`src/hw/rtl/pid_drive_controller_assert.svh`:
```
// Assertion macros used by pdc_err.
`ifndef PID_DRIVE_CONTROLLER_ASSERT_SVH
`define PID_DRIVE_CONTROLLER_ASSERT_SVH

// Clocking and reset qualifier used by every checked property.
`define PDC_CLK_RST(clk, rst) @(posedge clk) disable iff (rst)

// Concurrent assertion, disabled while reset is high.
`define PDC_ASSERT(lbl, clk, rst, prop, msg) \
   lbl: assert property (`PDC_CLK_RST(clk, rst) prop) else $error(msg);

`endif

```
`src/hw/rtl/pdc_pkg.sv`:
```
`default_nettype none

package pdc_pkg;

   localparam int GAIN_W   = 24;
   localparam int FIELD_W  = 16;
   localparam int ERR_W    = 16;
   localparam int DERIV_W  = ERR_W + 1;
   localparam int SUM_W    = 32;
   localparam int DRIVE_W  = 8;
   localparam int Q_SHIFT  = 16;
   localparam int CSR_IDX_W = 2;

   localparam int P_PROD_W = GAIN_W + 1 + ERR_W;
   localparam int I_PROD_W = GAIN_W + 1 + SUM_W;
   localparam int D_PROD_W = GAIN_W + 1 + DERIV_W;
   localparam int ACC_W    = I_PROD_W + 1;
   localparam int Q_W      = ACC_W - Q_SHIFT;

   localparam logic [GAIN_W-1:0] KP_RESET = 24'd1310720;
   localparam logic [GAIN_W-1:0] KI_RESET = 24'd197;
   localparam logic [GAIN_W-1:0] KD_RESET = 24'd2621440;

   localparam logic signed [DRIVE_W-1:0] DRIVE_MAX = 8'sd100;
   localparam logic signed [DRIVE_W-1:0] DRIVE_MIN = -8'sd100;

   localparam logic [CSR_IDX_W-1:0] CSR_KP = 2'd0;
   localparam logic [CSR_IDX_W-1:0] CSR_KI = 2'd1;
   localparam logic [CSR_IDX_W-1:0] CSR_KD = 2'd2;

   typedef struct packed {
      logic [GAIN_W-1:0] kp;
      logic [GAIN_W-1:0] ki;
      logic [GAIN_W-1:0] kd;
   } gains_type;

   typedef struct packed {
      logic signed [ERR_W-1:0]   err;
      logic signed [DERIV_W-1:0] deriv;
      logic signed [SUM_W-1:0]   error_sum;
   } err_stage_type;

   typedef struct packed {
      logic signed [P_PROD_W-1:0] p_term;
      logic signed [I_PROD_W-1:0] i_term;
      logic signed [D_PROD_W-1:0] d_term;
   } prod_type;

endpackage

`default_nettype wire

```
`src/hw/rtl/pdc_csr.sv`:
```
`default_nettype none

module pdc_csr
   import pdc_pkg::*;
(
   input  wire logic                 clock,
   input  wire logic                 reset,
   input  wire logic                 csr_valid,
   output logic                      csr_ready,
   input  wire logic [CSR_IDX_W-1:0] csr_index,
   input  wire logic [GAIN_W-1:0]    csr_wdata,
   output gains_type                 gains
);

   gains_type gains_ff;
   gains_type gains_in;

   assign csr_ready = 1'b1;
   assign gains     = gains_ff;

   always_comb begin
      gains_in = gains_ff;
      if (csr_valid && csr_ready) begin
         case (csr_index)
            CSR_KP:  gains_in.kp = csr_wdata;
            CSR_KI:  gains_in.ki = csr_wdata;
            CSR_KD:  gains_in.kd = csr_wdata;
            default: gains_in = gains_ff;
         endcase
      end
   end

   always_ff @(posedge clock) begin
      if (reset) begin
         gains_ff.kp <= KP_RESET;
         gains_ff.ki <= KI_RESET;
         gains_ff.kd <= KD_RESET;
      end else begin
         gains_ff <= gains_in;
      end
   end

endmodule

`default_nettype wire

```
`config.mk`:
```
export PLATFORM = sky130hd
export DESIGN_NAME = pdc_csr
export DESIGN_NICKNAME = d
export VERILOG_FILES = /design/src/hw/rtl/pid_drive_controller_assert.svh /design/src/hw/rtl/pdc_pkg.sv /design/src/hw/rtl/pdc_csr.sv
export SDC_FILE = /design/constraint.sdc
export NUM_CORES = 1
export LEC_CHECK = 0
export ABC_AREA = 0
export BUFFER_PORTS_ARGS = -buffer_cell sky130_fd_sc_hd__buf_4
export CAP_MARGIN = 20
export CORE_ASPECT_RATIO = 1.1
export CORE_MARGIN = 5
export CORE_UTILIZATION = 49
export DETAILED_ROUTE_END_ITERATION = 6
export PLACE_DENSITY = 0.77
export SYNTH_ARGS = -nofsm -noshare
export SYNTH_HDL_FRONTEND = slang
export SYNTH_SLANG_ARGS = --single-unit
```
`constraint.sdc`:
```
create_clock -name clock -period 0.9 [get_ports clock]
set_input_delay 0 -clock clock [delete_from_list [all_inputs] [get_ports clock]]
set_output_delay 0 -clock clock [all_outputs]
set_load 0.005 [all_outputs]
```
# Word-level counts from Yosys, hierarchy flattened
# Cells that the tools add are included.
[totals]
ff_bits = 72
output_inout_bits = 73
elab_cells = 9
in_bits = 29
[op_classes]
n_reduce_logical = 4
n_eq_ne = 2
[op_table]
columns = ["operator", "n"]
rows = [
  ["$reduce_and 2->1", 3],
  ["$eq 2x1->1 const B", 1],
  ["$eq 2x2->1 const B", 1],
  ["$logic_not 2->1", 1],
]

# Logic depth before layout (Yosys ltp)
[logic_depth]
word_depth = 2
depth_mapped = 4

# Worst setup path before layout
# OpenSTA, ideal clock, no wires.
[synth_timing]
path_type = "input to register"
start = "input port csr_index[0]"
end = "register gains_ff (netlist bit gains[65])"
path_slack_ns = 0.133
stages = 3
arrival_ns = 0.641
required_ns = 0.774
n_path_buf = 1
setup_ns = 0.126
path_cell_list = "or3b_1 > clkbuf_1 > mux2i_1"
[synth_via]
elab_chain_cells = 2
[synth_lines]
columns = ["item", "line", "source"]
rows = [
  ["start: declaration", "pdc_csr.sv:10", "input wire logic [CSR_IDX_W-1:0] csr_index,"],
  ["$logic_not 2->1", "pdc_csr.sv:24", "case (csr_index)"],
  ["$reduce_and 2->1 (no source line)", "-", ""],
  ["end signal: assignment", "pdc_csr.sv:39", "gains_ff <= gains_in;"],
  ["end: declaration", "pdc_csr.sv:15", "gains_type gains_ff;"],
]
# Every way passes these cells.
# A chain may end at the register's enable or synchronous reset.

# Worst setup path after layout
[layout_timing]
start = "register gains_ff (netlist bit gains[15])"
end = "output port gains[15] (netlist name)"
[layout_lines]
columns = ["item", "line", "source"]
rows = [
  ["end: declaration", "pdc_csr.sv:12", "output gains_type gains"],
]
# No word-level cell between the ends.

==> reports/metrics.yaml <==
synthesis:
  ys_warn_count: 0
  synth_area_leaders: "dfxtp_1 49%, mux2i_1 25%, nand2b_1 19%, nor2_1 2.1%, buf_4 1.5%"
  synth_top_area_share_pct: 49.3
  post_synth.cell_area_avg_sq_um: 10.7
  ys_ff_latch: 72
  synth_top_area_cell: "dfxtp_1"
  yosysSeqAreaShare_pct: 49.3
  synth_edf_count: 0
  synthCells: 274
  synth.most_common_cell: "nand2b_1"
  synthesis.area_sq_um: 2920
  synthArstFlopShare_pct: 0
  synth_cell_types: 12
  syn_nets: 303
  yosys-top-cells-count: "88 x nand2b_1, 72 x dfxtp_1, 72 x mux2i_1"
  ys.flop_type: "dfxtp_1"
route:
  drtPass1Iterations: 4
  wl_per_cell_microns: 14.4
  first_iter_violations: 82
  drt-total-wl_microns: 6940
  drcViolationCount: 0
  viasPerCell: 4.71
  vias: 2265
  ant_nets: 0
cells_and_area:
  final_area_sq_um: 4260
  layout-drive-gt1-share_pct: 30.9
  diodes: 0
  final_util_pct: 73.8
  syn2layout_area_growth_pct: 45.6
  final_cells: 481
  largest_reg_flops: 72
  fin_nets: 428
critical_path:
  critical_path_class: "register to output pin"
  critPathTopFamily: "flip-flops"
  cp_cell_sequence: "buf_4"
  cpPeakStageDelay_ns: 0.36
  cp-start-kind: "register"
  end_kind: "output pin"
  crit_arrival_ns: 0.84
  critical_path_buf_inv_count: 1
  critical_path_required_ns: 0.90
  worst_path_max_delay_cell: "dfxtp_1"
  cp_max_fo: 2
power_and_ir_drop:
  powerDensity_nw_per_um2: 1530
  power_frac_comb_pct: 12.6
  pwr-share-clk_pct: 35.7
  switching_share_pct: 24.9
  vdd_drop_max_mv: 0.928
  p_switching_mw: 1.62
  internal_power_mw: 4.88
  pwr-share-seq_pct: 51.7
  p_total_mw: 6.50
  leakage_nw: 2.00
clocking:
  clock_sinks: 72
  cts-resized-gates: 0
  clk_pin_slew_ns: 0.08
  post_cts_buffers: 0
  postCtsHoldBufs: 25
  clk_latency_ns: 0.34
  clock-root-buffer: "clkbuf_8"
  cts_buffer_depth: 2
  cts_buffers: 9
  htreeDepth: 3
  cts_tree: "done"
timing:
  rsz0062_at_grt: "no"
  finalSetupTns_ns: 0
  fin_skew_ns: 0
  layout_min_cycle_time_ns: 0.839
  finalSetupViolCount: 0
  timing.fmax_mhz: 1190
  post-route-period-util_pct: 93.2
  hold_viol: 0
  slew_viol_final: 0
grt:
  grt-ovfl-total: 0
  grtUsageTotal_pct: 19.0
  grt_antenna_before_repair: 0
  grt_max_degree: 54
  grt_pass1_vias: 2325
  grt_pass1_wl_microns: 11500
die:
  dieArea_sq_um: 7610
  die_h_microns: 91
  die_w_microns: 83.6
  ios: 102
  initial_core_util_pct: 50.7
  coreArea_sq_um: 5770
  rows: 29
place:
  place_congestion: 0.758
  placed_area_sq_um: 3820
  place_inst: 440
  hpwl_microns: 4700
  io_buffers: 100
hold_path:
  hp-class: "input pin to register"
run_status:
  status: "finished clean"
job:
  cap_viol_max_count: 0
## final cells by class
cell class	instances	area, sq um
Clock buffer	10	138
Clock inverter	6	43.8
Fill cell	404	1510
Timing Repair Buffer	133	1150
Multi-Input combinational cell	183	1390
Sequential cell	72	1440
Tap cell	77	96.3
## power by group through the flow
stage	clock network [mW]	registers (mW)	logic [mW]
2_1_floorplan	0	3.44	0.344
3_3_place_gp	0	3.43	0.727
3_5_place_dp	0	3.43	0.742
4_1_cts	2.38	3.36	0.829
5_1_grt	2.52	3.37	0.892
6_report	2.32	3.36	0.822
## cells by family (layout without fill, tap and decap cells)
group         after synthesis  after routing  synth area share, %
simple gates              110            110                 22.6
buf+inv                    19            149                 3.34
mux                        72             72                 24.7
other cells                 1              1                0.128
flops                      72             72                 49.3
## layer usage
metal / vias to the layer above / wire, microns / GRT usage, % / part of all wire, %
li1: 1147 / - / - / -
met1: 1048 / 2910 / 22.1 / 42
met2: 58 / 3530 / 32.8 / 51
met3: 12 / 360 / 5.07 / 5.2
met4: 0 / 143 / 8.18 / 2.1
met5: - / 0 / 0 / 0
## path summary, 6_finish.rpt
check | from | end | slack [ns] | depth (start not counted)
setup reg to reg | gains[58] | gains[58] | 0.23 | 2
hold / removal | csr_valid | gains[19] | 0.14 | 3
setup / recovery | gains[15] | gains[15] | 0.06 | 1
hold reg to reg | gains[55] | gains[55] | 0.47 | 2
## cell usage in the layout (no fill, tap or decap), drive strengths merged
cell type and n:
buf 108, nand2b 88, mux2i 72, dfxtp 72
dlygate4sd3 25, nor2 16, clkbuf 10, clkinvlp 4
and3b 2, nand3b 2, nor3b 1, or3b 1
conb 1, inv 1, clkinv 1
## worst min-delay path: stages
cell,delay [ns]
buf_4,0.10
and3b_1,0.24
mux2i_1,0.09
## stage by stage
stage	hold slack [ns]	worst slack, ns
final	0.136	0.0609
after global routing	0.137	0.0309
after CTS	0.121	0.0658
after detailed placement	0.276	-0.0263
after global placement	0.264	0.0156
after floorplan	0.167	0.133
No activity file was read; power rests on OpenSTA's default activity.
