**src/hw/rtl/pid_drive_controller_assert.svh**
```systemverilog
// Assertion macros used by pdc_err.
`ifndef PID_DRIVE_CONTROLLER_ASSERT_SVH
`define PID_DRIVE_CONTROLLER_ASSERT_SVH

// Clocking and reset qualifier used by every checked property.
`define PDC_CLK_RST(clk, rst) @(posedge clk) disable iff (rst)

// Concurrent assertion, disabled while reset is high.
`define PDC_ASSERT(lbl, clk, rst, prop, msg) \
   lbl: assert property (`PDC_CLK_RST(clk, rst) prop) else $error(msg);

`endif

```
**src/hw/rtl/pdc_pkg.sv**
```systemverilog
`default_nettype none

package pdc_pkg;

   localparam int GAIN_W   = 24;
   localparam int FIELD_W  = 16;
   localparam int ERR_W    = 16;
   localparam int DERIV_W  = ERR_W + 1;
   localparam int SUM_W    = 32;
   localparam int DRIVE_W  = 8;
   localparam int Q_SHIFT  = 16;
   localparam int CSR_IDX_W = 2;

   localparam int P_PROD_W = GAIN_W + 1 + ERR_W;
   localparam int I_PROD_W = GAIN_W + 1 + SUM_W;
   localparam int D_PROD_W = GAIN_W + 1 + DERIV_W;
   localparam int ACC_W    = I_PROD_W + 1;
   localparam int Q_W      = ACC_W - Q_SHIFT;

   localparam logic [GAIN_W-1:0] KP_RESET = 24'd1310720;
   localparam logic [GAIN_W-1:0] KI_RESET = 24'd197;
   localparam logic [GAIN_W-1:0] KD_RESET = 24'd2621440;

   localparam logic signed [DRIVE_W-1:0] DRIVE_MAX = 8'sd100;
   localparam logic signed [DRIVE_W-1:0] DRIVE_MIN = -8'sd100;

   localparam logic [CSR_IDX_W-1:0] CSR_KP = 2'd0;
   localparam logic [CSR_IDX_W-1:0] CSR_KI = 2'd1;
   localparam logic [CSR_IDX_W-1:0] CSR_KD = 2'd2;

   typedef struct packed {
      logic [GAIN_W-1:0] kp;
      logic [GAIN_W-1:0] ki;
      logic [GAIN_W-1:0] kd;
   } gains_type;

   typedef struct packed {
      logic signed [ERR_W-1:0]   err;
      logic signed [DERIV_W-1:0] deriv;
      logic signed [SUM_W-1:0]   error_sum;
   } err_stage_type;

   typedef struct packed {
      logic signed [P_PROD_W-1:0] p_term;
      logic signed [I_PROD_W-1:0] i_term;
      logic signed [D_PROD_W-1:0] d_term;
   } prod_type;

endpackage

`default_nettype wire

```
**src/hw/rtl/pdc_out.sv**
```systemverilog
`default_nettype none

module pdc_out
   import pdc_pkg::*;
(
   input  wire logic                 clock,
   input  wire logic                 reset,
   input  wire logic                 in_valid,
   output logic                      in_ready,
   input  wire prod_type             in_data,
   output logic                      rsp_valid,
   input  wire logic                 rsp_stall,
   output logic signed [DRIVE_W-1:0] rsp_drive
);

   logic                      acc_valid_ff;
   logic                      acc_valid_in;
   logic signed [ACC_W-1:0]   acc_ff;
   logic signed [ACC_W-1:0]   acc_in;
   logic                      acc_load;
   logic                      drv_valid_ff;
   logic                      drv_valid_in;
   logic signed [DRIVE_W-1:0] drive_ff;
   logic signed [DRIVE_W-1:0] drive_in;
   logic                      drv_ready;
   logic                      drv_load;
   logic signed [Q_W-1:0]     q_floor;
   logic signed [Q_W-1:0]     q_trunc;
   logic                      round_up;

   assign drv_ready    = !drv_valid_ff || !rsp_stall;
   assign drv_load     = acc_valid_ff && drv_ready;
   assign in_ready     = !acc_valid_ff || drv_ready;
   assign acc_load     = in_valid && in_ready;
   assign acc_valid_in = acc_load || (acc_valid_ff && !drv_ready);
   assign drv_valid_in = drv_load || (drv_valid_ff && rsp_stall);
   assign rsp_valid    = drv_valid_ff;
   assign rsp_drive    = drive_ff;

   assign acc_in = ACC_W'(in_data.p_term) + ACC_W'(in_data.i_term)
                 + ACC_W'(in_data.d_term);

   // divide by 2^16, rounding toward zero
   assign q_floor  = acc_ff[ACC_W-1:Q_SHIFT];
   assign round_up = acc_ff[ACC_W-1] && (acc_ff[Q_SHIFT-1:0] != '0);
   assign q_trunc  = q_floor + $signed({{(Q_W-1){1'b0}}, round_up});

   always_comb begin
      if (q_trunc > Q_W'(DRIVE_MAX)) begin
         drive_in = DRIVE_MAX;
      end else if (q_trunc < Q_W'(DRIVE_MIN)) begin
         drive_in = DRIVE_MIN;
      end else begin
         drive_in = q_trunc[DRIVE_W-1:0];
      end
   end

   always_ff @(posedge clock) begin
      if (reset) begin
         acc_valid_ff <= 1'b0;
         drv_valid_ff <= 1'b0;
      end else begin
         acc_valid_ff <= acc_valid_in;
         drv_valid_ff <= drv_valid_in;
      end
   end

   always_ff @(posedge clock) begin
      if (acc_load) begin
         acc_ff <= acc_in;
      end
      if (drv_load) begin
         drive_ff <= drive_in;
      end
   end

endmodule

`default_nettype wire

```
**config.mk**
```make
export PLATFORM = sky130hd
export DESIGN_NAME = pdc_out
export DESIGN_NICKNAME = d
export VERILOG_FILES = /design/src/hw/rtl/pid_drive_controller_assert.svh /design/src/hw/rtl/pdc_pkg.sv /design/src/hw/rtl/pdc_out.sv
export SDC_FILE = /design/constraint.sdc
export NUM_CORES = 1
export LEC_CHECK = 0
export BUFFER_PORTS_ARGS = -buffer_cell sky130_fd_sc_hd__buf_4
export CAP_MARGIN = 25
export CORE_MARGIN = 1
export CORE_UTILIZATION = 50
export CTS_CLUSTER_DIAMETER = 150
export DETAILED_ROUTE_END_ITERATION = 7
export GPL_TIMING_DRIVEN = 0
export PLACE_DENSITY = 0.79
export SYNTH_ARGS = -nofsm -noshare
export SYNTH_HDL_FRONTEND = slang
export SYNTH_SLANG_ARGS = --single-unit
```
**constraint.sdc**
```tcl
create_clock -name clock -period 4 [get_ports clock]
set_input_delay 0.4 -clock clock [delete_from_list [all_inputs] [get_ports clock]]
set_output_delay 0.4 -clock clock [all_outputs]
set_load 0.03 [all_outputs]
```
* Yosys cells after proc, flatten, opt, wreduce, memory -nomap -nowiden
Cells that the tools add are included.
Word-level totals: RAM bits 0, bits in latches 0, input bits 144, output and inout port bits 10, ROM bits 0, register bits 68, word-level logic and storage cells 26, memories 0
Cells by class: div/mod/pow operators 0, $mul 0, bitwise gates (word level) 0, shift-type cells 0, muxes and demuxes 1, equality and inequality tests 0, reduce and logical (&&, ||, !) cells 15, order comparisons 2, add/subtract/negate cells 3
Operators by type and width (count):
- adder 41 x 57 -> 58 bit | 1
- adder 58 x 42 -> 58 bit | 1
- adder 42 x 2 -> 42 bit | 1
- greater-than comparator 42 x 8 -> 1 bit, second input constant | 1
- < comparator 42 x 8 -> 1 bit, second input constant | 1
- nonzero test 16 bit | 1
- two-way mux 8 bit | 1
- logical AND 1 bit | 5
- logical NOT 1 bit | 4
- logical OR 1 bit | 4
- OR reduction 2 bit | 1

* Logic depth before layout (Yosys ltp)
depth after elaboration 5, gate-level depth with buffers 15, gate-level depth less buffers 15

* Worst setup path after synthesis
No wires, ideal clock.
kind input -> register, from in in_data[20] (netlist name), to reg acc_ff[55] (data pin), data required time 3.739 ns, library setup time 0.261 ns, stages 12, path buffers 1, arrival time 3.233 ns, setup slack 0.506 ns, cell sequence fa_1 > ha_1 > clkbuf_1 > a21oi_1 > o21ai_0 > a211oi_1 > o21ai_0 > nor3_1 > nor3_1 > a2111oi_2 > a2111oi_0 > a311o_1
Between the ends: cells in the longest elaborated chain, start to end 1
RTL lines:
- start: declaration | line pdc_out.sv:10 | input wire prod_type in_data,
- adder 58 x 42 -> 58 bit | line pdc_out.sv:41 | + ACC_W'(in_data.d_term);
- via acc_in[55] | line pdc_out.sv:19 | logic signed [ACC_W-1:0] acc_in;
- end signal: assignment | line pdc_out.sv:70 | acc_ff <= acc_in;
- end: declaration | line pdc_out.sv:18 | logic signed [ACC_W-1:0] acc_ff;
The timed path passes the listed nets, and every way through them passes these cells. A chain may end at the register's enable or synchronous reset.

* Final worst setup path
from in in_data[4] (netlist name), to reg acc_ff[56] (data pin)
The elaborated chain is that of the path after synthesis.

==> out/qor.tcl <==
set qor(dp.cells) 1245
set qor(switchingPower_mw) 1.60
set qor(postPlaceCellArea_um2) 9470
set qor(routed-via-count) 7357
set qor(power.internal_mw) 2.41
set qor(holdCritPathClass) {in2reg}
set qor(postCtsSetupRepairBufs) 0
set qor(routabilityCongestion) 0.925
set qor(flop_pwr_share_pct) 30.8
set qor(synth.ff_latch_count) 68
set qor(syn_area_per_cell_um2) 9.14
set qor(report.final.slew_viol_count) 0
set qor(n_antenna_cell) 0
set qor(dominantRegCellSynth) {edfxtp_1}
set qor(critPathKind) {in2reg}
set qor(grt_pass1_wl_um) 31800
set qor(critPathRequiredTime_ns) 4.08
set qor(antenna_violations_before_repair) 1
set qor(power_leakage_nw) 3.95
set qor(design_area_um2) 9840
set qor(asyncSetResetFlopFracSynth_pct) 0
set qor(drc_violations_left) 0
set qor(via_count_of_the_first_global_routing_pass) 6996
set qor(dieWidth_um) 129
set qor(yosysSeqAreaShare_pct) 25.2
set qor(finClkSkew_ns) 0.0136
set qor(irDropWorstVdd_mv) 0.258
set qor(cts_max_level) 3
set qor(wl_met1_um) 8790
set qor(status) {completed}
set qor(core_region_area_um2) 15400
set qor(cts.sinks) 68
set qor(cp_cell_sequence) {buf_4 -> fa_1 -> ha_1 -> o211ai_1 -> o211ai_1 -> a211oi_1 -> nor4_1 -> nand2_1 -> and4b_1 -> o31ai_1 -> a21oi_1 -> xnor2_1}
set qor(clockBufferDepth) 2
set qor(clock_power_share_pct) 19.7
set qor(critical-path-top-cell-by-count) {o211ai_1}
set qor(wl_met2_um) 8810
set qor(wl_met3_um) 1070
set qor(drv_cap) 0
set qor(period_needed_ns) 3.84
set qor(post_drt_via_cell_ratio) 5.83
set qor(synth_cell_type_count) 72
set qor(dieHeight_um) 129
set qor(initial_utilization_pct) 52.1
set qor(cts_inserted_buffers) 9
set qor(r2r_slack_ns) 0.30
set qor(syn_to_final_growth_pct) 22.4
set qor(design.die.area_um2) 16600
set qor(multiInputGateArea_um2) 5850
set qor(report.final.setup_viol) 0
set qor(clk_pin_slew_ns) 0.05
set qor(synth-warning-count) 0
set qor(grt_start_max_net_pins) 33
set qor(post_synth_inst_count) 880
set qor(drt_iter0_markers) 491
set qor(place.detailed.hpwl_um) 15300
set qor(r2r_start) {acc_ff[1]$_DFFE_PP_}
set qor(route.antenna.remaining_nets) 0
set qor(power.combinational.fraction_pct) 49.4
set qor(timing.critical_path.slowest_stage_cell) {nor4_1}
set qor(min-delay-start) {reset}
set qor(power.switching_fraction_pct) 39.9
set qor(io_pins) 154
set qor(wl_per_cell_um) 15.0
set qor(worst_ep_arrival_time_ns) 3.91
set qor(rsz_0062_raised_after_global_routing) {no}
set qor(grt_overflow) 0
set qor(routed.top_layer) {met4}
set qor(tritoncts) {yes}
set qor(final_min_period_over_clock_period_pct) 96.0
set qor(grtUsageTotal_pct) 23.5
set qor(tightest_slew_ns) 0.920
set qor(std_cell_rows) 45
set qor(finalWirelength_um) 19000
set qor(worst_setup_path_start_kind) {input port}
set qor(final_nets) 1306
set qor(layout.filler_cells) 1352
set qor(clkLatencyLatePin_ns) 0.34
set qor(final-hold-violation-count) 0
set qor(achievable-frequency_ghz) 0.261
set qor(syn-cell-area_um2) 8040
set qor(timing.critical_path.fanout_max) 4
set qor(drive_above_1_share_pct) 19.3
set qor(synth.net_count) 1140
set qor(slew-limit-headroom_pct) 38.1
set qor(port_buffers) 153
set qor(firstDrtPassIters) 5
set qor(clock_tree.root_cell) {clkbuf_16}
set qor(power-per-cell-area_nw_per_um2) 408
set qor(synth_edf_count) 66
set qor(seqCellArea_um2) 2020
set qor(critPathLaunch) {in_data[4]}
set qor(type_of_destination_of_the_critical_path) {flip-flop}
set qor(instances_no_fill) 1262
set qor(worst_path_largest_cell_delay_ns) 0.84
-- layout make-up --
cell class | instances | area share (%)
well taps | 211 | 2.68
repair buffers | 155 | 11.9
clock buffers | 11 | 2.47
inverters | 34 | 1.30
multi-input cells | 752 | 59.5
flip-flops and latches | 68 | 20.6
clock inverters | 5 | 0.534
plain buffers | 26 | 1.07
-- flip-flops by register name (all words and copies together), names as in the netlist --
| register | flops |
|---|---|
| acc_ff | 58 |
| acc_valid_ff | 1 |
| rsp_drive | 8 |
| rsp_valid | 1 |
-- cells in the final DEF, fill, tap and decap left out, drive strengths merged, types with 5 or more instances in the layout --
| cell type | count |
|---|---|
| edfxtp | 66 |
| nand3 | 34 |
| a21boi | 5 |
| fa | 58 |
| inv | 34 |
| xnor2 | 44 |
| clkbuf | 31 |
| nand2b | 9 |
| nor4 | 20 |
| xor2 | 23 |
| nand2 | 72 |
| a21o | 21 |
| o211ai | 9 |
| nor3 | 24 |
| buf | 161 |
| o21ai | 51 |
| or4 | 6 |
| nor2 | 51 |
| o21a | 6 |
| o31ai | 11 |
| and4 | 6 |
| and2 | 10 |
| o21bai | 9 |
| a21oi | 83 |
| nor2b | 9 |
| nand4 | 29 |
| a2111oi | 5 |
| a211oi | 6 |
| or3 | 15 |
| ha | 58 |
| and3 | 17 |
| a31oi | 5 |
-- synthesized netlist by cell type, types with 8 or more instances --
library cell   n  area [um2]
clkbuf_1      20        75.1
nor4_1        18         113
o31ai_1       11        82.6
inv_1         33         124
fa_1          58        1160
or3_1         15        93.8
nand2_1       71         267
nand4_1       28         175
o21ai_0       47         235
and2_1        10        62.6
nor2_1        51         191
o21bai_1       9        67.6
nand3_1       34         170
and3_1        17         106
edfxtp_1      66        1980
o211ai_1       9        67.6
xnor2_1       43         377
a21oi_1       83         415
a21o_1        21         158
nor2b_1        8        50.1
ha_1          58         726
xor2_1        23         201
nand2b_1       9        56.3
nor3_1        24         120
-- power groups by stage --
stage               Clock (mW)  Sequential (mW)  Combinational, mW
floorplan                    0             1.20               1.42
global placement             0             1.24               1.90
detailed placement           0             1.24               1.93
CTS                      0.792             1.23               1.96
global route             0.823             1.26               2.22
finish                   0.791             1.24               1.98
-- critical path: cells and delay by family --
family	cells	cell delay, ns
compound gates	5	1.23
simple gates	3	1.20
fa+ha+maj	2	0.83
xor+xnor	1	0.14
buf+inv	1	0.11
-- repair_timing --
item / in CTS / in global routing
resized for setup: 1 / 12
hold endpoints to repair: 0 / 0
hold buffers: 0 / 0
setup endpoints to repair: 1 / 12
pin swaps: 0 / 0
-- stage by stage --
stage | hold WS, ns | util (%) | power (mW) | setup TNS [ns] | setup slack [ns]
after detailed placement | 0.509 | 61.4 | 3.17 | -0.948 | -0.333
after global placement | 0.472 | 61.3 | 3.14 | -1.01 | -0.333
after floorplan | 0.453 | - | 2.61 | 0 | 0.506
after CTS | 0.233 | 63.4 | 3.97 | 0 | 0.0668
after global routing | 0.241 | 63.8 | 4.30 | 0 | 0.00436
final | 0.232 | 63.8 | 4.01 | 0 | 0.162
-- layer usage --
layer,vias to the layer above,track usage [%]
met5,-,0
met4,0,5.95
met3,25,3.16
met2,240,38.3
met1,3428,33.1
li1,3664,-
-- cell families (layout without fill, tap and decap cells) --
kind of cell	Yosys count	after routing	share of synthesized area [%]
XOR/XNOR	67	67	7.39
flip-flops	68	68	25.2
AO/OA/AOI/OAI	247	247	19.6
adder cells (fa/ha/maj)	116	116	23.5
buffers and inverters	60	231	2.89
AND/OR/NAND/NOR	320	320	21.2
multiplexers	2	2	0.265
-- path summary, 6_finish.rpt --
| check | cells past startpoint | end |
|---|---|---|
| worst min-delay path | 2 | rsp_valid$_SDFF_PP0_ |
| worst max register to register | 13 | rsp_drive[6]$_SDFFCE_PN1P_ |
| worst min register to register | 2 | rsp_valid$_SDFF_PP0_ |
| worst max-delay path | 12 | acc_ff[56]$_DFFE_PP_ |
(Power assumes the default switching activity.)
