<file path="src/hw/rtl/pid_drive_controller_assert.svh">
// Assertion macros used by pdc_err.
`ifndef PID_DRIVE_CONTROLLER_ASSERT_SVH
`define PID_DRIVE_CONTROLLER_ASSERT_SVH

// Clocking and reset qualifier used by every checked property.
`define PDC_CLK_RST(clk, rst) @(posedge clk) disable iff (rst)

// Concurrent assertion, disabled while reset is high.
`define PDC_ASSERT(lbl, clk, rst, prop, msg) \
   lbl: assert property (`PDC_CLK_RST(clk, rst) prop) else $error(msg);

`endif

</file>
<file path="src/hw/rtl/pdc_pkg.sv">
`default_nettype none

package pdc_pkg;

   localparam int GAIN_W   = 24;
   localparam int FIELD_W  = 16;
   localparam int ERR_W    = 16;
   localparam int DERIV_W  = ERR_W + 1;
   localparam int SUM_W    = 32;
   localparam int DRIVE_W  = 8;
   localparam int Q_SHIFT  = 16;
   localparam int CSR_IDX_W = 2;

   localparam int P_PROD_W = GAIN_W + 1 + ERR_W;
   localparam int I_PROD_W = GAIN_W + 1 + SUM_W;
   localparam int D_PROD_W = GAIN_W + 1 + DERIV_W;
   localparam int ACC_W    = I_PROD_W + 1;
   localparam int Q_W      = ACC_W - Q_SHIFT;

   localparam logic [GAIN_W-1:0] KP_RESET = 24'd1310720;
   localparam logic [GAIN_W-1:0] KI_RESET = 24'd197;
   localparam logic [GAIN_W-1:0] KD_RESET = 24'd2621440;

   localparam logic signed [DRIVE_W-1:0] DRIVE_MAX = 8'sd100;
   localparam logic signed [DRIVE_W-1:0] DRIVE_MIN = -8'sd100;

   localparam logic [CSR_IDX_W-1:0] CSR_KP = 2'd0;
   localparam logic [CSR_IDX_W-1:0] CSR_KI = 2'd1;
   localparam logic [CSR_IDX_W-1:0] CSR_KD = 2'd2;

   typedef struct packed {
      logic [GAIN_W-1:0] kp;
      logic [GAIN_W-1:0] ki;
      logic [GAIN_W-1:0] kd;
   } gains_type;

   typedef struct packed {
      logic signed [ERR_W-1:0]   err;
      logic signed [DERIV_W-1:0] deriv;
      logic signed [SUM_W-1:0]   error_sum;
   } err_stage_type;

   typedef struct packed {
      logic signed [P_PROD_W-1:0] p_term;
      logic signed [I_PROD_W-1:0] i_term;
      logic signed [D_PROD_W-1:0] d_term;
   } prod_type;

endpackage

`default_nettype wire

</file>
<file path="src/hw/rtl/pdc_err.sv">
`default_nettype none

module pdc_err
   import pdc_pkg::*;
(
   input  wire logic               clock,
   input  wire logic               reset,
   input  wire logic               in_valid,
   output logic                    in_ready,
   input  wire logic [FIELD_W-1:0] setpoint,
   input  wire logic [FIELD_W-1:0] feedback,
   output logic                    out_valid,
   input  wire logic               out_ready,
   output err_stage_type           out_data
);

`include "pid_drive_controller_assert.svh"

   logic                      valid_ff;
   logic                      valid_in;
   err_stage_type             data_ff;
   logic signed [ERR_W-1:0]   last_error_ff;
   logic signed [SUM_W-1:0]   error_sum_ff;
   logic                      load;
   logic signed [FIELD_W:0]   diff;
   logic signed [ERR_W-1:0]   err_in;
   logic signed [SUM_W:0]     sum_wide;
   logic signed [SUM_W-1:0]   error_sum_in;
   logic signed [DERIV_W-1:0] deriv_in;

   assign in_ready  = !valid_ff || out_ready;
   assign load      = in_valid && in_ready;
   assign out_valid = valid_ff;
   assign out_data  = data_ff;
   assign valid_in  = load || (valid_ff && !out_ready);

   // error saturates to 16 bits
   assign diff = $signed({1'b0, setpoint}) - $signed({1'b0, feedback});
   always_comb begin
      if (diff > $signed({2'b00, {(ERR_W-1){1'b1}}})) begin
         err_in = {1'b0, {(ERR_W-1){1'b1}}};
      end else if (diff < $signed({2'b11, {(ERR_W-1){1'b0}}})) begin
         err_in = {1'b1, {(ERR_W-1){1'b0}}};
      end else begin
         err_in = diff[ERR_W-1:0];
      end
   end

   // integral takes the previous error, saturating
   assign sum_wide = {error_sum_ff[SUM_W-1], error_sum_ff}
                   + {{(SUM_W+1-ERR_W){last_error_ff[ERR_W-1]}}, last_error_ff};
   always_comb begin
      if (sum_wide[SUM_W] != sum_wide[SUM_W-1]) begin
         error_sum_in = sum_wide[SUM_W] ? {1'b1, {(SUM_W-1){1'b0}}}
                                        : {1'b0, {(SUM_W-1){1'b1}}};
      end else begin
         error_sum_in = sum_wide[SUM_W-1:0];
      end
   end

   assign deriv_in = {err_in[ERR_W-1], err_in} - {last_error_ff[ERR_W-1], last_error_ff};

   always_ff @(posedge clock) begin
      if (reset) begin
         valid_ff      <= 1'b0;
         last_error_ff <= '0;
         error_sum_ff  <= '0;
      end else begin
         valid_ff <= valid_in;
         if (load) begin
            last_error_ff <= err_in;
            error_sum_ff  <= error_sum_in;
         end
      end
   end

   always_ff @(posedge clock) begin
      if (load) begin
         data_ff.err       <= err_in;
         data_ff.deriv     <= deriv_in;
         data_ff.error_sum <= error_sum_in;
      end
   end

   `PDC_ASSERT(a_sum_no_neg_wrap, clock, reset,
      (load && !error_sum_ff[SUM_W-1] && !last_error_ff[ERR_W-1]) |=> !error_sum_ff[SUM_W-1],
      "integral wrapped negative")
   `PDC_ASSERT(a_sum_no_pos_wrap, clock, reset,
      (load && error_sum_ff[SUM_W-1] && last_error_ff[ERR_W-1]) |=> error_sum_ff[SUM_W-1],
      "integral wrapped positive")
   `PDC_ASSERT(a_state_matches_stage, clock, reset,
      load |=> (data_ff.err == last_error_ff && data_ff.error_sum == error_sum_ff),
      "stored state differs from stage output")

endmodule

`default_nettype wire

</file>
<file path="config.mk">
export PLATFORM = sky130hd
export DESIGN_NAME = pdc_err
export DESIGN_NICKNAME = d
export VERILOG_FILES = /design/src/hw/rtl/pdc_pkg.sv /design/src/hw/rtl/pdc_err.sv
export VERILOG_INCLUDE_DIRS = /design/src /design/src/hw/rtl
export SDC_FILE = /design/constraint.sdc
export NUM_CORES = 1
export LEC_CHECK = 0
export BUFFER_PORTS_ARGS = -buffer_cell sky130_fd_sc_hd__buf_2
export CORE_ASPECT_RATIO = 1.2
export CORE_MARGIN = 5
export CORE_UTILIZATION = 25
export CTS_BUF_LIST = sky130_fd_sc_hd__clkbuf_4
export CTS_CLUSTER_SIZE = 12
export DETAILED_ROUTE_END_ITERATION = 8
export GPL_TIMING_DRIVEN = 0
export HOLD_SLACK_MARGIN = 0.06
export PLACE_DENSITY = 0.42
export SYNTH_ARGS = -nofsm -noshare
export SYNTH_HDL_FRONTEND = slang
export SYNTH_SLANG_ARGS = --single-unit
</file>
<file path="constraint.sdc">
create_clock -name clock -period 10.8 [get_ports clock]
set_input_delay 0.54 -clock clock [delete_from_list [all_inputs] [get_ports clock]]
set_output_delay 0.54 -clock clock [all_outputs]
set_load 0.1 [all_outputs]
</file>
; Word-level counts from Yosys, hierarchy flattened
; Index checks and enable logic that the tools add are counted.
[word_totals]
register_bits = 114
output_inout_bits = 67
elab_cells = 22
[classes]
add_sub_neg = 3
magnitude_cmp = 2
eq_ne = 1
mux = 4
n_reduce_logical = 6
[op_table]
columns = cell, n
row1 = $mux W32, 2
row2 = $sub A16 B16 Y17, 2
row3 = $add A32 B16 Y33, 1
row4 = $mux W16, 2
row5 = $gt A17 B16 Y1 const B, 1
row6 = $lt A17 B16 Y1 const B, 1
row7 = $logic_and A1 B1 Y1, 2
row8 = $logic_not A1 Y1, 2
row9 = $logic_or A1 B1 Y1, 2
row10 = $ne A1 B1 Y1, 1

; Depth between registers and ports, before layout
[depth]
word_depth = 5
depth_mapped = 26
ltp_nobuf = 24

; Worst setup path before layout
; OpenSTA, ideal clock, no wires.
[synth_path]
kind = input to register
startpoint = input port setpoint[0]
endpoint = register data_ff, in the netlist out_data[47], data pin
t_arrival_ps = 4790
setup_slack_ps = 5752
cell_stages = 23
n_path_buf = 2
cell_sequence = inv_1 > ha_1 > fa_1 > nor2b_1 > o31ai_1 > a211oi_1 > nor2_1 > a21oi_1 > a31o_2 > clkbuf_1 > nor2_1 > clkbuf_1 > nor2_1 > ha_1 > nor2b_1 > o21a_1 > o21ai_0 > a21oi_1 > a311oi_1 > nor3_1 > or4_1 > a21oi_1 > xnor2_1
[synth_between]
elab_chain_len = 5
elab_cells_between_ends = 6
classes_between = add/sub: 2 / order compare: 2 / mux: 2
[synth_lines]
columns = element, line
row1 = from (decl), pdc_err.sv:10  ; input wire logic [FIELD_W-1:0] setpoint,
row2 = $sub A16 B16 Y17 (*), pdc_err.sv:38  ; assign diff = $signed({1'b0, setpoint}) - $signed({1'b0, feedback});
row3 = $lt A17 B16 Y1, pdc_err.sv:42  ; end else if (diff < $signed({2'b11, {(ERR_W-1){1'b0}}})) begin
row4 = $mux W16, pdc_err.sv:42
row5 = $mux W16 (*), pdc_err.sv:40  ; if (diff > $signed({2'b00, {(ERR_W-1){1'b1}}})) begin
row6 = net err_in[1], pdc_err.sv:26  ; logic signed [ERR_W-1:0] err_in;
row7 = $sub A16 B16 Y17 (*), pdc_err.sv:61  ; assign deriv_in = {err_in[ERR_W-1], err_in} - {last_error_ff[ERR_W-1], last_error_ff};
row8 = net deriv_in[15], pdc_err.sv:29  ; logic signed [DERIV_W-1:0] deriv_in;
row9 = to (decl), pdc_err.sv:21  ; err_stage_type data_ff;
; The timed path passes the listed nets; every way through them passes the cells marked *.
; A chain may end at the register's enable or synchronous reset.

; Worst setup path after layout
[layout_path]
startpoint = input port feedback[1]
endpoint = register data_ff, in the netlist out_data[47], data pin
[layout_between]
elab_chain_len = 5
elab_cells_between_ends = 6
classes_between = add/sub: 2 / order compare: 2 / mux: 2
[layout_lines]
columns = element, line
row1 = from (decl), pdc_err.sv:11  ; input wire logic [FIELD_W-1:0] feedback,
row2 = $sub A16 B16 Y17 (*), pdc_err.sv:38
row3 = $lt A17 B16 Y1, pdc_err.sv:42
row4 = $mux W16, pdc_err.sv:42
row5 = $mux W16 (*), pdc_err.sv:40
row6 = net err_in[1], pdc_err.sv:26
row7 = $sub A16 B16 Y17 (*), pdc_err.sv:61
row8 = net deriv_in[15], pdc_err.sv:29
; Marked as above.

==> flow_metrics.env <==
export IMPL_reg2reg_depth=11
export IMPL_drive_above_1_share_pct=17.3
export IMPL_synthFlopType="edfxtp_1"
export IMPL_wl_um=20800
export IMPL_yosys_warnings=0
export IMPL_path_class="input port to flip-flop"
export IMPL_cts_tree="built"
export IMPL_drt_iter0_drc=224
export IMPL_layout_commonest_cell="buf_2"
export IMPL_crit_required_ns=11.11
export IMPL_syn_area_per_cell_sq_um=9.21
export IMPL_outcome="finished, final reports clean"
export IMPL_slowest_delay_ns=0.53
export IMPL_antenna_found_initial=1
export IMPL_crit_top_cell="a21oi_1"
export IMPL_die_y_um=197
export IMPL_synth_cell_type_count=71
export IMPL_grt_overflow_total=0
export IMPL_finalWeightedCongestion=0.795
export IMPL_wl_per_cell_um=15.8
export IMPL_drv_slew=0
export IMPL_die_x_um=166
export IMPL_drc=0
export IMPL_grt_pass1_wl_um=33600
export IMPL_path_max_fanout=10
export IMPL_cts_resized=0
export IMPL_via_count=6077
export IMPL_worst_path_buf_inv=3
export IMPL_core_area_sq_um=28800
export IMPL_htreeDepth=4
export IMPL_post_drt_via_cell_ratio=4.62
export IMPL_cts_hold_buf=0
export IMPL_cpMaxStageDelayCell="a311oi_1"
export IMPL_path_delay_family="compound AO/OA/AOI/OAI gates"
export IMPL_clk_latency_ns=0.55
export IMPL_maxCapViolCount=0
export IMPL_start_kind="input port"
export IMPL_numCtsBuffers=17
export IMPL_antenna_left=0
export IMPL_async_flop_share_pct=0
export IMPL_syn_to_final_growth_pct=17.8
export IMPL_io_buffers=101
export IMPL_synth_seq_cells=114
export IMPL_place_inst=1281
export IMPL_finalClockSkew_ns=0.0237
export IMPL_rows=68
export IMPL_syn_area_sq_um=7310
export IMPL_layout_nets=1019
export IMPL_power_density_nw_per_um2=224
export IMPL_worst_pin_slew_ns=0.979
export IMPL_cts_setup_buffers=0
export IMPL_synth_edf_count=65
export IMPL_die_area_sq_um=32800
export IMPL_grt_use_total_pct=12.8
export IMPL_clk_path_buf_depth=2
export IMPL_rsz0062_at_grt="no"
export IMPL_final_instance_count_excl_fill=1314
export IMPL_worstPathArrival_ns=6.20
export IMPL_dp_hpwl_um=15900
export IMPL_final_cell_mix="buf_2, nor2_1, a21oi_1, nand2_1"
export IMPL_grt_max_degree=41
export IMPL_endpoint_kind="flip-flop"
export IMPL_clkTransAtPathRegs_ns=0.12
export IMPL_hold_viol_final=0
export IMPL_slew_headroom_pct=34.7
export IMPL_finalSetupTns_ns=0
export IMPL_fin_crit_sh_pct=54.5
export IMPL_cp_depth=22
export IMPL_fmax_mhz=170
export IMPL_finalSetupViolCount=0
export IMPL_cts_root_buf="clkbuf_4"
export IMPL_initial_core_util_pct=25.4
export IMPL_min_period_ns=5.88
export IMPL_syn_instance_count=794
export IMPL_p_leak_nw=3.62
export IMPL_cts_sinks=114
export IMPL_grt_pass1_vias=6357
export IMPL_hold_class="input port to flip-flop"
export IMPL_ir_drop_uv=89.1
export IMPL_worstPathCellList="buf_2 -> inv_1 -> ha_1 -> nor2b_1 -> o31ai_1 -> a21oi_1 -> o211ai_1 -> o21a_1 -> o211ai_1 -> nor2_1 -> clkbuf_1 -> nor2_1 -> ha_1 -> nor2b_1 -> o21a_1 -> o21ai_0 -> a21oi_1 -> a311oi_1 -> nor3_1 -> or4_1 -> a21oi_1 -> xnor2_1"
export IMPL_ios=103
export IMPL_syn_nets=898
export IMPL_yosysSeqAreaShare_pct=40.1
export IMPL_hold_depth=3
export IMPL_first_pass_iters=4
worst reg2reg max path: stages (launching register included):
cell      delay (ns)
dfxtp_1         0.98
ha_1            0.46
a211oi_1        0.29
nor2_1          0.11
o41a_1          0.34
a21o_1          0.20
a31o_4          0.23
a211o_4         0.36
xor2_2          0.19
nand2_1         0.32
buf_2           0.27
o21ai_0         0.15
path summary, 6_finish.rpt:
path / from / to / slack [ns]
setup reg to reg: last_error_ff[15]$_SDFFE_PP0P_ / out_data[2]$_DFFE_PP_ / 6.65
setup / recovery: feedback[1] / out_data[47]$_DFFE_PP_ / 4.92
hold reg to reg: error_sum_ff[30]$_SDFFE_PP0P_ / error_sum_ff[30]$_SDFFE_PP0P_ / 0.46
hold / removal: in_valid / out_valid$_SDFF_PP0_ / 0.23
final cells by class:
type / instances / area, sq um
Sequential cell: 114 / 2930
Tap cell: 385 / 482
Fill cell: 3116 / 20200
Multi-Input combinational cell: 607 / 4090
Inverter: 53 / 199
Clock inverter: 15 / 158
Antenna cell: 1 / 2.50
Clock buffer: 17 / 128
Buffer: 20 / 93.8
Timing Repair Buffer: 102 / 526
stage by stage:
step / power, mW / utilization [%] / area (sq um) / hold WS (ns) / setup WS, ns
final: 1.93 / 29.9 / 8610 / 0.234 / 4.92
after detailed placement: 1.62 / 28.9 / 8320 / 0.446 / 4.19
after floorplan: 1.42 / - / 7310 / 0.429 / 5.75
after global routing: 2.06 / 29.9 / 8610 / 0.201 / 4.39
after CTS: 1.96 / 29.8 / 8610 / 0.182 / 4.80
after global placement: 1.63 / 28.8 / 8300 / 0.440 / 4.23
flip-flops by register name (all words and copies together), names as in the netlist:
register / flops
out_data: 65
out_valid: 1
last_error_ff: 16
error_sum_ff: 32
layer usage:
| metal | part of all wire [%] | GRT usage, % | routed length (um) | vias up |
|---|---|---|---|---|
| li1 | - | - | - | 3148 |
| met5 | 0 | 0 | 0 | - |
| met2 | 49 | 22.8 | 10200 | 95 |
| met4 | 1.1 | 3.27 | 219 | 0 |
| met1 | 46 | 15.9 | 9630 | 2821 |
| met3 | 3.3 | 2.74 | 692 | 13 |
where the power goes:
| part | switching (mW) | internal (mW) | total [mW] |
|---|---|---|---|
| combinational | 0.755 | 0.239 | 0.994 |
| clock | 0.188 | 0.139 | 0.327 |
| sequential | 0.0361 | 0.574 | 0.610 |
Yosys cell counts (2+ instances only):
master     instances  area [sq um]
edfxtp_1          65          1950
clkbuf_1          12          45.0
o211ai_1           8          60.1
fa_1               3          60.1
maj3_1             3          30.0
xnor2_1           29           254
ha_1              65           813
or3_1              5          31.3
nor2_1            83           312
o21a_1            12          90.1
o21ai_0           65           325
o21ai_1            5          25.0
and3_1             7          43.8
nand3b_1           4          30.0
or2_1              2          12.5
a311oi_1           8          70.1
a2111oi_0          6          52.6
a211oi_1          11          82.6
and2_1            10          62.6
and4_1             6          52.6
nor2b_1           10          62.6
a211oi_2           2          25.0
buf_2              6          30.0
a22o_1            10          87.6
a221oi_1           2          17.5
o41a_1             2          22.5
a21o_1            14           105
a21oi_1           72           360
a31oi_1            2          12.5
nand2b_1          15          93.8
nand2_1           67           251
buf_4              2          15.0
nor3_1            17          85.1
nand4_1            2          12.5
a211o_1            2          17.5
or2_2              3          18.8
dfxtp_1           49           981
o31ai_1            4          30.0
o22ai_1            2          12.5
nand3_1            7          35.0
inv_1             51           191
a21boi_0           2          15.0
xor2_1            14           123
cells by family after synthesis:
logic type,Yosys count,share of synthesized area (%)
compound gates,243,21.6
xor+xnor,45,5.60
fa+ha+maj,72,12.5
buf+inv,73,3.95
flops,114,40.1
mux,2,0.291
simple gates,245,15.9
Note: power is estimated with default switching activity, not from simulation.
